==> config.mk <==
export PLATFORM = sky130hd
export DESIGN_NAME = bgp_path_attribute_parser_flat
export DESIGN_NICKNAME = d
export VERILOG_FILES = /design/src/rtl/core/bgpa_pkg.sv /design/src/rtl/core/bgpa_if.sv /design/src/rtl/core/bgpa_in_reg.sv /design/src/rtl/core/bgpa_core.sv /design/src/rtl/core/bgpa_out_reg.sv /design/src/rtl/core/bgp_path_attribute_parser.sv /design/src/flat_wrapper.sv
export VERILOG_INCLUDE_DIRS = /design/src /design/src/rtl/core
export SDC_FILE = /design/constraint.sdc
export NUM_CORES = 1
export LEC_CHECK = 0
export BUFFER_PORTS_ARGS = -buffer_cell sky130_fd_sc_hd__buf_2
export CORE_ASPECT_RATIO = 0.75
export CORE_MARGIN = 5
export CORE_UTILIZATION = 57
export CTS_CLUSTER_SIZE = 10
export DETAILED_ROUTE_END_ITERATION = 16
export PLACE_DENSITY = 0.78
export SYNTH_ARGS = -nofsm -noshare
export SYNTH_HDL_FRONTEND = slang
export SYNTH_SLANG_ARGS = --single-unit
==> constraint.sdc <==
create_clock -name clk -period 10.53 [get_ports clk]
set_input_delay 1.5795 -clock clk [delete_from_list [all_inputs] [get_ports clk]]
set_output_delay 1.5795 -clock clk [all_outputs]
set_load 0.02 [all_outputs]
==> src/rtl/core/bgp_path_attribute_parser_assert.svh <==
// ----------------------------------------------------------------------------
// Assertion macros shared by the path attribute parser RTL.
// Each macro checks a property on the rising clock edge and is disabled while
// the asynchronous reset is asserted.
// ----------------------------------------------------------------------------
`ifndef BGP_PATH_ATTRIBUTE_PARSER_ASSERT_SVH
`define BGP_PATH_ATTRIBUTE_PARSER_ASSERT_SVH

// A condition that must hold at every clock edge.
`define BGPA_ASSERT_ALWAYS(label, cond, msg) \
    label: assert property (@(posedge clk) disable iff (!rst_n) (cond)) \
        else $error(msg);

// When the antecedent holds, the consequent must hold in the same cycle.
`define BGPA_ASSERT_IMPLY(label, ante, cons, msg) \
    label: assert property (@(posedge clk) disable iff (!rst_n) (ante) |-> (cons)) \
        else $error(msg);

`endif

==> src/rtl/core/bgpa_pkg.sv <==
// ----------------------------------------------------------------------------
// bgpa_pkg
// Types and constants for the path attribute parser.
// ----------------------------------------------------------------------------
`default_nettype none

package bgpa_pkg;

    // Width of the section byte counter; section lengths are masked to it.
    localparam int SECTION_LEN_BITS = 12;
    localparam int ATTR_LEN_BITS    = 16;

    // Header sizes and the extended length flag bit.
    localparam int MIN_HEADER_BYTES = 3;
    localparam int EXT_LEN_BYTES    = 2;
    localparam int FLAG_EXT_BIT     = 4;

    typedef logic [SECTION_LEN_BITS-1:0] rem_t;
    typedef logic [ATTR_LEN_BITS-1:0]    attr_len_t;

    // Parser phase within one attribute.
    typedef enum logic [2:0] {
        PH_FLAGS  = 3'd0,
        PH_TYPE   = 3'd1,
        PH_LEN_HI = 3'd2,
        PH_LEN_LO = 3'd3,
        PH_VALUE  = 3'd4
    } phase_t;

    // Result kinds.
    typedef enum logic [1:0] {
        KIND_VALUE   = 2'd0,
        KIND_EMPTY   = 2'd1,
        KIND_TRUNC   = 2'd2,
        KIND_OVERRUN = 2'd3
    } kind_t;

endpackage

`default_nettype wire

==> src/rtl/core/bgpa_if.sv <==
// ----------------------------------------------------------------------------
// bgpa_byte_if / bgpa_result_if
// Valid/ready channels for section bytes and for parser results.
// ----------------------------------------------------------------------------
`default_nettype none

interface bgpa_byte_if;
    logic        valid;
    logic        ready;
    logic [7:0]  data_byte;
    logic        section_start;
    logic [11:0] section_length;

    modport source (output valid, output data_byte, output section_start,
                    output section_length, input ready);
    modport sink   (input valid, input data_byte, input section_start,
                    input section_length, output ready);
endinterface

interface bgpa_result_if;
    logic        valid;
    logic        ready;
    logic [1:0]  kind;
    logic [7:0]  attr_type;
    logic [15:0] attr_length;
    logic [7:0]  value_byte;
    logic [15:0] value_index;
    logic        value_last;
    logic        section_done;

    modport source (output valid, output kind, output attr_type, output attr_length,
                    output value_byte, output value_index, output value_last,
                    output section_done, input ready);
    modport sink   (input valid, input kind, input attr_type, input attr_length,
                    input value_byte, input value_index, input value_last,
                    input section_done, output ready);
endinterface

`default_nettype wire

==> src/rtl/core/bgpa_in_reg.sv <==
// ----------------------------------------------------------------------------
// bgpa_in_reg
// Input register stage: holds one section byte request for the parser.
// ----------------------------------------------------------------------------
`default_nettype none

module bgpa_in_reg (
    input  wire logic   clk,
    input  wire logic   rst_n,
    bgpa_byte_if.sink   up,
    bgpa_byte_if.source dn
);

    logic        valid_reg;
    logic [7:0]  data_byte_reg;
    logic        section_start_reg;
    logic [11:0] section_length_reg;

    // The stage takes a new request when empty or when its content moves on.
    assign up.ready = !valid_reg || dn.ready;

    // Valid flag.
    always_ff @(posedge clk or negedge rst_n)
    begin
        if (!rst_n)
        begin
            valid_reg <= 1'b0;
        end
        else if (up.ready)
        begin
            valid_reg <= up.valid;
        end
    end

    // Payload capture.
    always_ff @(posedge clk)
    begin
        if (up.valid && up.ready)
        begin
            data_byte_reg      <= up.data_byte;
            section_start_reg  <= up.section_start;
            section_length_reg <= up.section_length;
        end
    end

    assign dn.valid          = valid_reg;
    assign dn.data_byte      = data_byte_reg;
    assign dn.section_start  = section_start_reg;
    assign dn.section_length = section_length_reg;

endmodule

`default_nettype wire

==> src/rtl/core/bgpa_core.sv <==
// ----------------------------------------------------------------------------
// bgpa_core
// Attribute parsing state machine: one section byte per cycle in unless the
// result side stalls, at most one result out, with header checks and error dropping.
// ----------------------------------------------------------------------------
`default_nettype none

module bgpa_core (
    input  wire logic     clk,
    input  wire logic     rst_n,
    bgpa_byte_if.sink     up,
    bgpa_result_if.source dn
);

    localparam int LEN_W = bgpa_pkg::ATTR_LEN_BITS;

    // Parser state.
    bgpa_pkg::phase_t    phase_reg, phase_next;
    bgpa_pkg::rem_t      remaining_reg, remaining_next;
    logic                ext_reg, ext_next;
    logic [7:0]          type_reg, type_next;
    bgpa_pkg::attr_len_t len_reg, len_next;
    bgpa_pkg::attr_len_t cnt_reg, cnt_next;
    logic                drop_reg, drop_next;

    // State as seen by this byte once a section start has been applied.
    bgpa_pkg::phase_t    phase_cur;
    bgpa_pkg::rem_t      rem_cur;
    logic                ext_cur;
    logic [7:0]          type_cur;
    bgpa_pkg::attr_len_t len_cur;
    bgpa_pkg::attr_len_t cnt_cur;
    logic                drop_cur;

    logic                st;
    logic [7:0]          d;
    logic                fire;
    logic                active;
    bgpa_pkg::rem_t      after;
    logic                after_zero;
    bgpa_pkg::attr_len_t len_lo_val;
    logic                short_hdr;
    logic                cut_ext;
    logic                overrun;
    logic                val_last;
    logic                emit;

    assign st   = up.section_start;
    assign d    = up.data_byte;
    assign fire = up.valid && up.ready;

    // The parser advances only when the result register can take a result.
    assign up.ready = dn.ready;

    // A section start reloads the byte count and clears the attribute state.
    assign phase_cur = st ? bgpa_pkg::PH_FLAGS : phase_reg;
    assign rem_cur   = st ? bgpa_pkg::rem_t'(up.section_length) : remaining_reg;
    assign ext_cur   = st ? 1'b0 : ext_reg;
    assign type_cur  = st ? 8'h00 : type_reg;
    assign len_cur   = st ? '0 : len_reg;
    assign cnt_cur   = st ? '0 : cnt_reg;
    assign drop_cur  = st ? 1'b0 : drop_reg;

    // Shared checks for the current byte.
    assign active     = (rem_cur != '0);
    assign after      = rem_cur - bgpa_pkg::rem_t'(1);
    assign after_zero = (after == '0);
    assign len_lo_val = ext_cur ? {len_cur[LEN_W-1:8], d} : {{(LEN_W-8){1'b0}}, d};
    assign short_hdr  = (rem_cur < bgpa_pkg::rem_t'(bgpa_pkg::MIN_HEADER_BYTES));
    assign cut_ext    = ext_cur && (after < bgpa_pkg::rem_t'(bgpa_pkg::EXT_LEN_BYTES));
    assign overrun    = (len_lo_val > LEN_W'(after));
    assign val_last   = ({1'b0, cnt_cur} + (LEN_W+1)'(1)) >= {1'b0, len_cur};

    // Next state.
    always_comb
    begin
        phase_next     = phase_cur;
        remaining_next = active ? after : rem_cur;
        ext_next       = ext_cur;
        type_next      = type_cur;
        len_next       = len_cur;
        cnt_next       = cnt_cur;
        drop_next      = drop_cur;
        if (active)
        begin
            if (drop_cur)
            begin
                if (after_zero)
                begin
                    drop_next = 1'b0;
                end
                phase_next = bgpa_pkg::PH_FLAGS;
            end
            else
            begin
                case (phase_cur)
                    bgpa_pkg::PH_FLAGS:
                    begin
                        type_next = 8'h00;
                        len_next  = '0;
                        cnt_next  = '0;
                        if (short_hdr)
                        begin
                            drop_next  = !after_zero;
                            phase_next = bgpa_pkg::PH_FLAGS;
                        end
                        else
                        begin
                            ext_next   = d[bgpa_pkg::FLAG_EXT_BIT];
                            phase_next = bgpa_pkg::PH_TYPE;
                        end
                    end
                    bgpa_pkg::PH_TYPE:
                    begin
                        type_next = d;
                        if (cut_ext)
                        begin
                            drop_next  = !after_zero;
                            phase_next = bgpa_pkg::PH_FLAGS;
                        end
                        else if (ext_cur)
                        begin
                            phase_next = bgpa_pkg::PH_LEN_HI;
                        end
                        else
                        begin
                            phase_next = bgpa_pkg::PH_LEN_LO;
                        end
                    end
                    bgpa_pkg::PH_LEN_HI:
                    begin
                        len_next   = {d, 8'h00};
                        phase_next = bgpa_pkg::PH_LEN_LO;
                    end
                    bgpa_pkg::PH_LEN_LO:
                    begin
                        len_next = len_lo_val;
                        if (overrun)
                        begin
                            drop_next  = !after_zero;
                            phase_next = bgpa_pkg::PH_FLAGS;
                        end
                        else if (len_lo_val == '0)
                        begin
                            phase_next = bgpa_pkg::PH_FLAGS;
                        end
                        else
                        begin
                            cnt_next   = '0;
                            phase_next = bgpa_pkg::PH_VALUE;
                        end
                    end
                    bgpa_pkg::PH_VALUE:
                    begin
                        cnt_next = cnt_cur + LEN_W'(1);
                        if (val_last)
                        begin
                            phase_next = bgpa_pkg::PH_FLAGS;
                        end
                    end
                    default:
                    begin
                        phase_next = bgpa_pkg::PH_FLAGS;
                    end
                endcase
            end
        end
    end

    // Result generation.
    always_comb
    begin
        emit            = 1'b0;
        dn.kind         = bgpa_pkg::KIND_VALUE;
        dn.attr_type    = type_cur;
        dn.attr_length  = len_cur;
        dn.value_byte   = 8'h00;
        dn.value_index  = '0;
        dn.value_last   = 1'b0;
        dn.section_done = 1'b0;
        if (active && !drop_cur)
        begin
            case (phase_cur)
                bgpa_pkg::PH_FLAGS:
                begin
                    if (short_hdr)
                    begin
                        emit           = 1'b1;
                        dn.kind        = bgpa_pkg::KIND_TRUNC;
                        dn.attr_type   = 8'h00;
                        dn.attr_length = '0;
                    end
                end
                bgpa_pkg::PH_TYPE:
                begin
                    if (cut_ext)
                    begin
                        emit         = 1'b1;
                        dn.kind      = bgpa_pkg::KIND_TRUNC;
                        dn.attr_type = d;
                    end
                end
                bgpa_pkg::PH_LEN_LO:
                begin
                    dn.attr_length = len_lo_val;
                    if (overrun)
                    begin
                        emit    = 1'b1;
                        dn.kind = bgpa_pkg::KIND_OVERRUN;
                    end
                    else if (len_lo_val == '0)
                    begin
                        emit            = 1'b1;
                        dn.kind         = bgpa_pkg::KIND_EMPTY;
                        dn.section_done = after_zero;
                    end
                end
                bgpa_pkg::PH_VALUE:
                begin
                    emit            = 1'b1;
                    dn.kind         = bgpa_pkg::KIND_VALUE;
                    dn.value_byte   = d;
                    dn.value_index  = cnt_cur;
                    dn.value_last   = val_last;
                    dn.section_done = val_last && after_zero;
                end
                default:
                begin
                    emit = 1'b0;
                end
            endcase
        end
    end

    assign dn.valid = up.valid && emit;

    // State registers.
    always_ff @(posedge clk or negedge rst_n)
    begin
        if (!rst_n)
        begin
            phase_reg     <= bgpa_pkg::PH_FLAGS;
            remaining_reg <= '0;
            ext_reg       <= 1'b0;
            type_reg      <= 8'h00;
            len_reg       <= '0;
            cnt_reg       <= '0;
            drop_reg      <= 1'b0;
        end
        else if (fire)
        begin
            phase_reg     <= phase_next;
            remaining_reg <= remaining_next;
            ext_reg       <= ext_next;
            type_reg      <= type_next;
            len_reg       <= len_next;
            cnt_reg       <= cnt_next;
            drop_reg      <= drop_next;
        end
    end

`include "bgp_path_attribute_parser_assert.svh"

    // While dropping, the parser always waits at the flags phase.
    `BGPA_ASSERT_IMPLY(a_drop_phase, drop_reg, phase_reg == bgpa_pkg::PH_FLAGS,
        "drop outside flags phase")
    // Error results never end a section successfully.
    `BGPA_ASSERT_IMPLY(a_err_not_done,
        dn.valid && (dn.kind == bgpa_pkg::KIND_TRUNC || dn.kind == bgpa_pkg::KIND_OVERRUN),
        !dn.section_done, "error result marked done")
    // A value byte index stays inside the attribute value.
    `BGPA_ASSERT_IMPLY(a_idx_range, dn.valid && dn.kind == bgpa_pkg::KIND_VALUE,
        dn.value_index < dn.attr_length, "value index past length")
    // A section ends only on an empty attribute or on a final value byte.
    `BGPA_ASSERT_IMPLY(a_done_kind, dn.valid && dn.section_done,
        dn.kind == bgpa_pkg::KIND_EMPTY || dn.value_last, "section done on wrong result")

endmodule

`default_nettype wire

==> src/rtl/core/bgpa_out_reg.sv <==
// ----------------------------------------------------------------------------
// bgpa_out_reg
// Result register stage: holds one result request until the sink takes it.
// ----------------------------------------------------------------------------
`default_nettype none

module bgpa_out_reg (
    input  wire logic     clk,
    input  wire logic     rst_n,
    bgpa_result_if.sink   up,
    bgpa_result_if.source dn
);

    logic        valid_reg;
    logic [1:0]  kind_reg;
    logic [7:0]  attr_type_reg;
    logic [15:0] attr_length_reg;
    logic [7:0]  value_byte_reg;
    logic [15:0] value_index_reg;
    logic        value_last_reg;
    logic        section_done_reg;

    // Free when empty or when the held result is being taken.
    assign up.ready = !valid_reg || dn.ready;

    // Valid flag.
    always_ff @(posedge clk or negedge rst_n)
    begin
        if (!rst_n)
        begin
            valid_reg <= 1'b0;
        end
        else if (up.ready)
        begin
            valid_reg <= up.valid;
        end
    end

    // Payload capture.
    always_ff @(posedge clk)
    begin
        if (up.valid && up.ready)
        begin
            kind_reg         <= up.kind;
            attr_type_reg    <= up.attr_type;
            attr_length_reg  <= up.attr_length;
            value_byte_reg   <= up.value_byte;
            value_index_reg  <= up.value_index;
            value_last_reg   <= up.value_last;
            section_done_reg <= up.section_done;
        end
    end

    assign dn.valid        = valid_reg;
    assign dn.kind         = kind_reg;
    assign dn.attr_type    = attr_type_reg;
    assign dn.attr_length  = attr_length_reg;
    assign dn.value_byte   = value_byte_reg;
    assign dn.value_index  = value_index_reg;
    assign dn.value_last   = value_last_reg;
    assign dn.section_done = section_done_reg;

endmodule

`default_nettype wire

==> src/rtl/core/bgp_path_attribute_parser.sv <==
// A byte is held in the input register, parsed combinationally, and its result is
// loaded into the result register, from which the sink takes it.
// Throughput: one section byte per cycle; a result held in the result register stalls
// the parser, and byte requests stop once the input register is full as well.
// Reset (rst_n low, asynchronous) empties both register stages and returns the
// parser to the flags phase with no section open.
// ----------------------------------------------------------------------------
// bgp_path_attribute_parser
// Top level: input register, attribute parser and result register.
// ----------------------------------------------------------------------------
`default_nettype none

module bgp_path_attribute_parser (
    input  wire logic     clk,
    input  wire logic     rst_n,
    bgpa_byte_if.sink     byte_stream,
    bgpa_result_if.source result_stream
);

    bgpa_byte_if   held_bytes ();
    bgpa_result_if parsed ();

    // Input register stage.
    bgpa_in_reg u_in_reg (
        .clk   (clk),
        .rst_n (rst_n),
        .up    (byte_stream),
        .dn    (held_bytes)
    );

    // Parser.
    bgpa_core u_core (
        .clk   (clk),
        .rst_n (rst_n),
        .up    (held_bytes),
        .dn    (parsed)
    );

    // Result register stage.
    bgpa_out_reg u_out_reg (
        .clk   (clk),
        .rst_n (rst_n),
        .up    (parsed),
        .dn    (result_stream)
    );

endmodule

`default_nettype wire

==> src/flat_wrapper.sv <==
// flat-port wrapper written by rule: the top's interface ports become plain ports
module bgp_path_attribute_parser_flat 
  (clk, rst_n, byte_stream_valid, byte_stream_data_byte, byte_stream_section_start, byte_stream_section_length, byte_stream_ready, result_stream_valid, result_stream_kind, result_stream_attr_type, result_stream_attr_length, result_stream_value_byte, result_stream_value_index, result_stream_value_last, result_stream_section_done, result_stream_ready);
  bgpa_byte_if byte_stream_i ();
  bgpa_result_if result_stream_i ();
  input  wire logic clk;
  input  wire logic rst_n;
  input wire logic [$bits(byte_stream_i.valid)-1:0] byte_stream_valid;
  input wire logic [$bits(byte_stream_i.data_byte)-1:0] byte_stream_data_byte;
  input wire logic [$bits(byte_stream_i.section_start)-1:0] byte_stream_section_start;
  input wire logic [$bits(byte_stream_i.section_length)-1:0] byte_stream_section_length;
  output wire logic [$bits(byte_stream_i.ready)-1:0] byte_stream_ready;
  output wire logic [$bits(result_stream_i.valid)-1:0] result_stream_valid;
  output wire logic [$bits(result_stream_i.kind)-1:0] result_stream_kind;
  output wire logic [$bits(result_stream_i.attr_type)-1:0] result_stream_attr_type;
  output wire logic [$bits(result_stream_i.attr_length)-1:0] result_stream_attr_length;
  output wire logic [$bits(result_stream_i.value_byte)-1:0] result_stream_value_byte;
  output wire logic [$bits(result_stream_i.value_index)-1:0] result_stream_value_index;
  output wire logic [$bits(result_stream_i.value_last)-1:0] result_stream_value_last;
  output wire logic [$bits(result_stream_i.section_done)-1:0] result_stream_section_done;
  input wire logic [$bits(result_stream_i.ready)-1:0] result_stream_ready;
  assign byte_stream_i.valid = byte_stream_valid;
  assign byte_stream_i.data_byte = byte_stream_data_byte;
  assign byte_stream_i.section_start = byte_stream_section_start;
  assign byte_stream_i.section_length = byte_stream_section_length;
  assign byte_stream_ready = byte_stream_i.ready;
  assign result_stream_valid = result_stream_i.valid;
  assign result_stream_kind = result_stream_i.kind;
  assign result_stream_attr_type = result_stream_i.attr_type;
  assign result_stream_attr_length = result_stream_i.attr_length;
  assign result_stream_value_byte = result_stream_i.value_byte;
  assign result_stream_value_index = result_stream_i.value_index;
  assign result_stream_value_last = result_stream_i.value_last;
  assign result_stream_section_done = result_stream_i.section_done;
  assign result_stream_i.ready = result_stream_ready;
  bgp_path_attribute_parser u_core (.clk(clk), .rst_n(rst_n), .byte_stream(byte_stream_i), .result_stream(result_stream_i));
endmodule
==> metrics.cfg <==
[final_layout]
area_delta_synth_final_pct = 16.2
antenna_cells = 0
stdcell_count = 893
nets = 771
drive_gt1_frac = 0.188
utilization = 0.672
n_fill_cell = 966

[clocking]
postCtsSetupRepairBufs = 0
path_clk_slew_ns = 0.06
cts_inserted_buffers = 17
clock-sinks = 132
worst_skew_pair.late_latency_ns = 0.42
cts_tree = yes
cts-root-buf = clkbuf_16
cts_repair_resize_count = 0
cts_max_level = 4
clockBufferDepth = 2
cts_hold_buffers = 0

[worst_setup_path]
critical_path_class = flip-flop to flip-flop
critPathCapture = u_core.u_out_reg.dn.value_byte[3]
timing.rr.start = u_core.u_in_reg.dn.section_start
slowest_delay_ns = 0.55
cp-start-kind = flip-flop
cp-startpoint = u_core.u_in_reg.dn.section_start
worst_path_max_delay_cell = mux2i_1
required_ns = 10.58
r2r_slack_ns = 5.12
crit_family = simple AND/OR/NAND/NOR gates
reg2regPathDepth = 19
path_max_fanout = 60
cp_num_cells = 19
r2r-end = u_core.u_out_reg.dn.value_byte[3]
crit_chain = buf_4, mux2i_1, ha_1, o211ai_1, o21bai_1, nor3_1, xnor2_1, nand2_1, nand2_1, ha_1, and2_1, nand3_1, and3_1, or4bb_1, o32a_1, a21boi_1, o211a_1, nor2_4, buf_4
crit_buf_inv = 2
worstSetupEndpointType = flip-flop
crit_arrival_ns = 5.46

[detailed_routing]
drt_iter0_markers = 732
firstDrtPassIters = 5
wl_per_cell_um = 20.8
wl_um = 18500
vias = 5571
ant_nets = 0
drc = 0
viasPerCell = 6.24

[power_and_ir_drop]
peakVddDrop_mv = 0.122
p_per_area_mw_per_mm2 = 176
leakagePower_nw = 3.30

[timing]
rsz0062_at_grt = no
relSlewSlack = 0.270
hold_viol = 0
worstMarginPinSlew_ns = 1.09
fin_skew_ns = 0.0103
finalSetupTns_ns = 0
min_period_ns = 5.41
min_period_over_period = 0.514
finalSetupViolations = 0
timing.fmax_mhz = 185
drv_slew = 0

[flow_run]
maxCapViolations = 0

[synthesis]
syn_nets = 687
synthArstFlopShare = 0.447
synthTopCellsByArea = edfxtp_1 31%, dfrtp_1 21%, a22o_1 6.2%
syn-cell-area_mm2 = 0.00704
yosys-top-cells-count = 73 x edfxtp_1, 59 x dfrtp_1, 51 x nand2_1, 50 x a22o_1, 43 x nor2_1
avgSynthCellArea_um2 = 11.2
ys_ff_latch = 132
synth_top_area_share = 0.311
synthFlopType = edfxtp_1
synth_edf_count = 73
synth_cells = 630
yosysMostFrequentCell = edfxtp_1
yosysSeqAreaShare = 0.521
synth_largest_area_cell = edfxtp_1
yosysUniqueCellTypes = 74
yosysWarnings = 0

[place]
place_congestion = 0.953
portBuffers = 78
place_hpwl_um = 13000
dp.cells = 861

[floorplanning]
num_rows = 35
die_h_um = 106
die_area_mm2 = 0.0147
coreArea_mm2 = 0.0122
io_pins = 79
die_w_um = 138
initial_utilization = 0.578

[grt]
grt_max_degree = 61
use_met3 = 0.0571
busiest_layer = met1
use_met1 = 0.404
grt_usage = 0.259
first_global_vias = 5427
grt_pass1_wl_um = 30100
grt_overflow = 0
grt_util_met2 = 0.366
antenna_found_initial = 0

[worst_hold_path]
worstHoldPathType = flip-flop to flip-flop
hp-start = u_core.u_core.type_reg[3]
hold_depth = 1

[run_status]
outcome = completed

## worst reg2reg max path, cell delays in order (launching register included)
cell,delay [ns]
edfxtp_1,0.33
buf_4,0.54
mux2i_1,0.56
ha_1,0.31
o211ai_1,0.17
o21bai_1,0.25
nor3_1,0.21
xnor2_1,0.09
nand2_1,0.06
nand2_1,0.07
ha_1,0.26
and2_1,0.16
nand3_1,0.08
and3_1,0.21
or4bb_1,0.17
o32a_1,0.28
a21boi_1,0.18
o211a_1,0.30
nor2_4,0.25
buf_4,0.51
## metrics by stage
stage	setup slack (ns)	hold slack, ns	power, mW	area [um2]
3_5_place_dp	5.15	0.483	0.881	7630
5_1_grt	4.67	0.511	1.49	8180
2_1_floorplan	3.61	0.467	0.799	7040
4_1_cts	5.14	0.505	1.44	8180
3_3_place_gp	5.41	0.483	0.872	7630
6_report	5.12	0.503	1.44	8180
## layer usage
metal,share of wire,up-vias,wire length [um]
li1,-,2567,-
met4,0.0095,0,176
met3,0.083,21,1540
met5,0,-,0
met2,0.43,267,7910
met1,0.48,2716,8920
## area by class of cell
cell class,instances,area [um2],share of cell area
Clock buffer,17,425,0.0520
Clock inverter,15,128,0.0156
Inverter,11,41.3,0.00505
Multi-Input combinational cell,465,3250,0.397
Sequential cell,132,3670,0.449
Tap cell,166,208,0.0254
Timing Repair Buffer,87,458,0.0560
## logic make-up after synthesis
logic type | after synthesis | synth area share
AND/OR/NAND/NOR | 237 | 0.182
AO/OA/AOI/OAI | 164 | 0.179
flip-flops | 132 | 0.521
buffers and inverters | 33 | 0.0180
adder cells (fa/ha/maj) | 32 | 0.0569
XOR/XNOR | 24 | 0.0318
multiplexers | 8 | 0.0114
## where the power goes
part | internal, mW | total, mW | switching, mW
sequential | 0.586 | 0.628 | 0.0420
clock | 0.325 | 0.558 | 0.233
combinational | 0.0926 | 0.250 | 0.157
total | 1.00 | 1.44 | 0.432
## worst min-delay path by stage
stage                                      to  slack [ns]
finish              u_core.u_core.type_reg[3]        0.50
CTS                 u_core.u_core.type_reg[3]        0.51
global placement    u_core.u_core.type_reg[3]        0.48
global route        u_core.u_core.type_reg[3]        0.51
floorplan           u_core.u_core.type_reg[0]        0.47
detailed placement  u_core.u_core.type_reg[3]        0.48
## layout by cell type (no fill, tap or decap), types with 4 or more instances in the layout
cell,netlist,final
and3_1,11,11
ha_1,32,32
a21oi_1,20,20
o31ai_1,7,7
nand2_1,51,51
nand4_1,8,8
o21ai_1,16,16
edfxtp_1,73,73
clkbuf_16,0,17
nor2b_1,14,14
a32o_1,4,4
nor3_1,22,22
o21ai_0,17,17
a22o_1,50,50
inv_6,0,5
inv_1,11,11
buf_4,0,9
nor4_1,7,7
buf_2,2,78
nor2_1,43,42
or2_2,5,5
nand3_1,15,15
and2_1,38,38
mux2i_1,8,8
dfrtp_1,59,59
a21o_1,5,5
xor2_1,11,11
xnor2_1,12,12
Note: power is estimated with default switching activity, not from simulation.
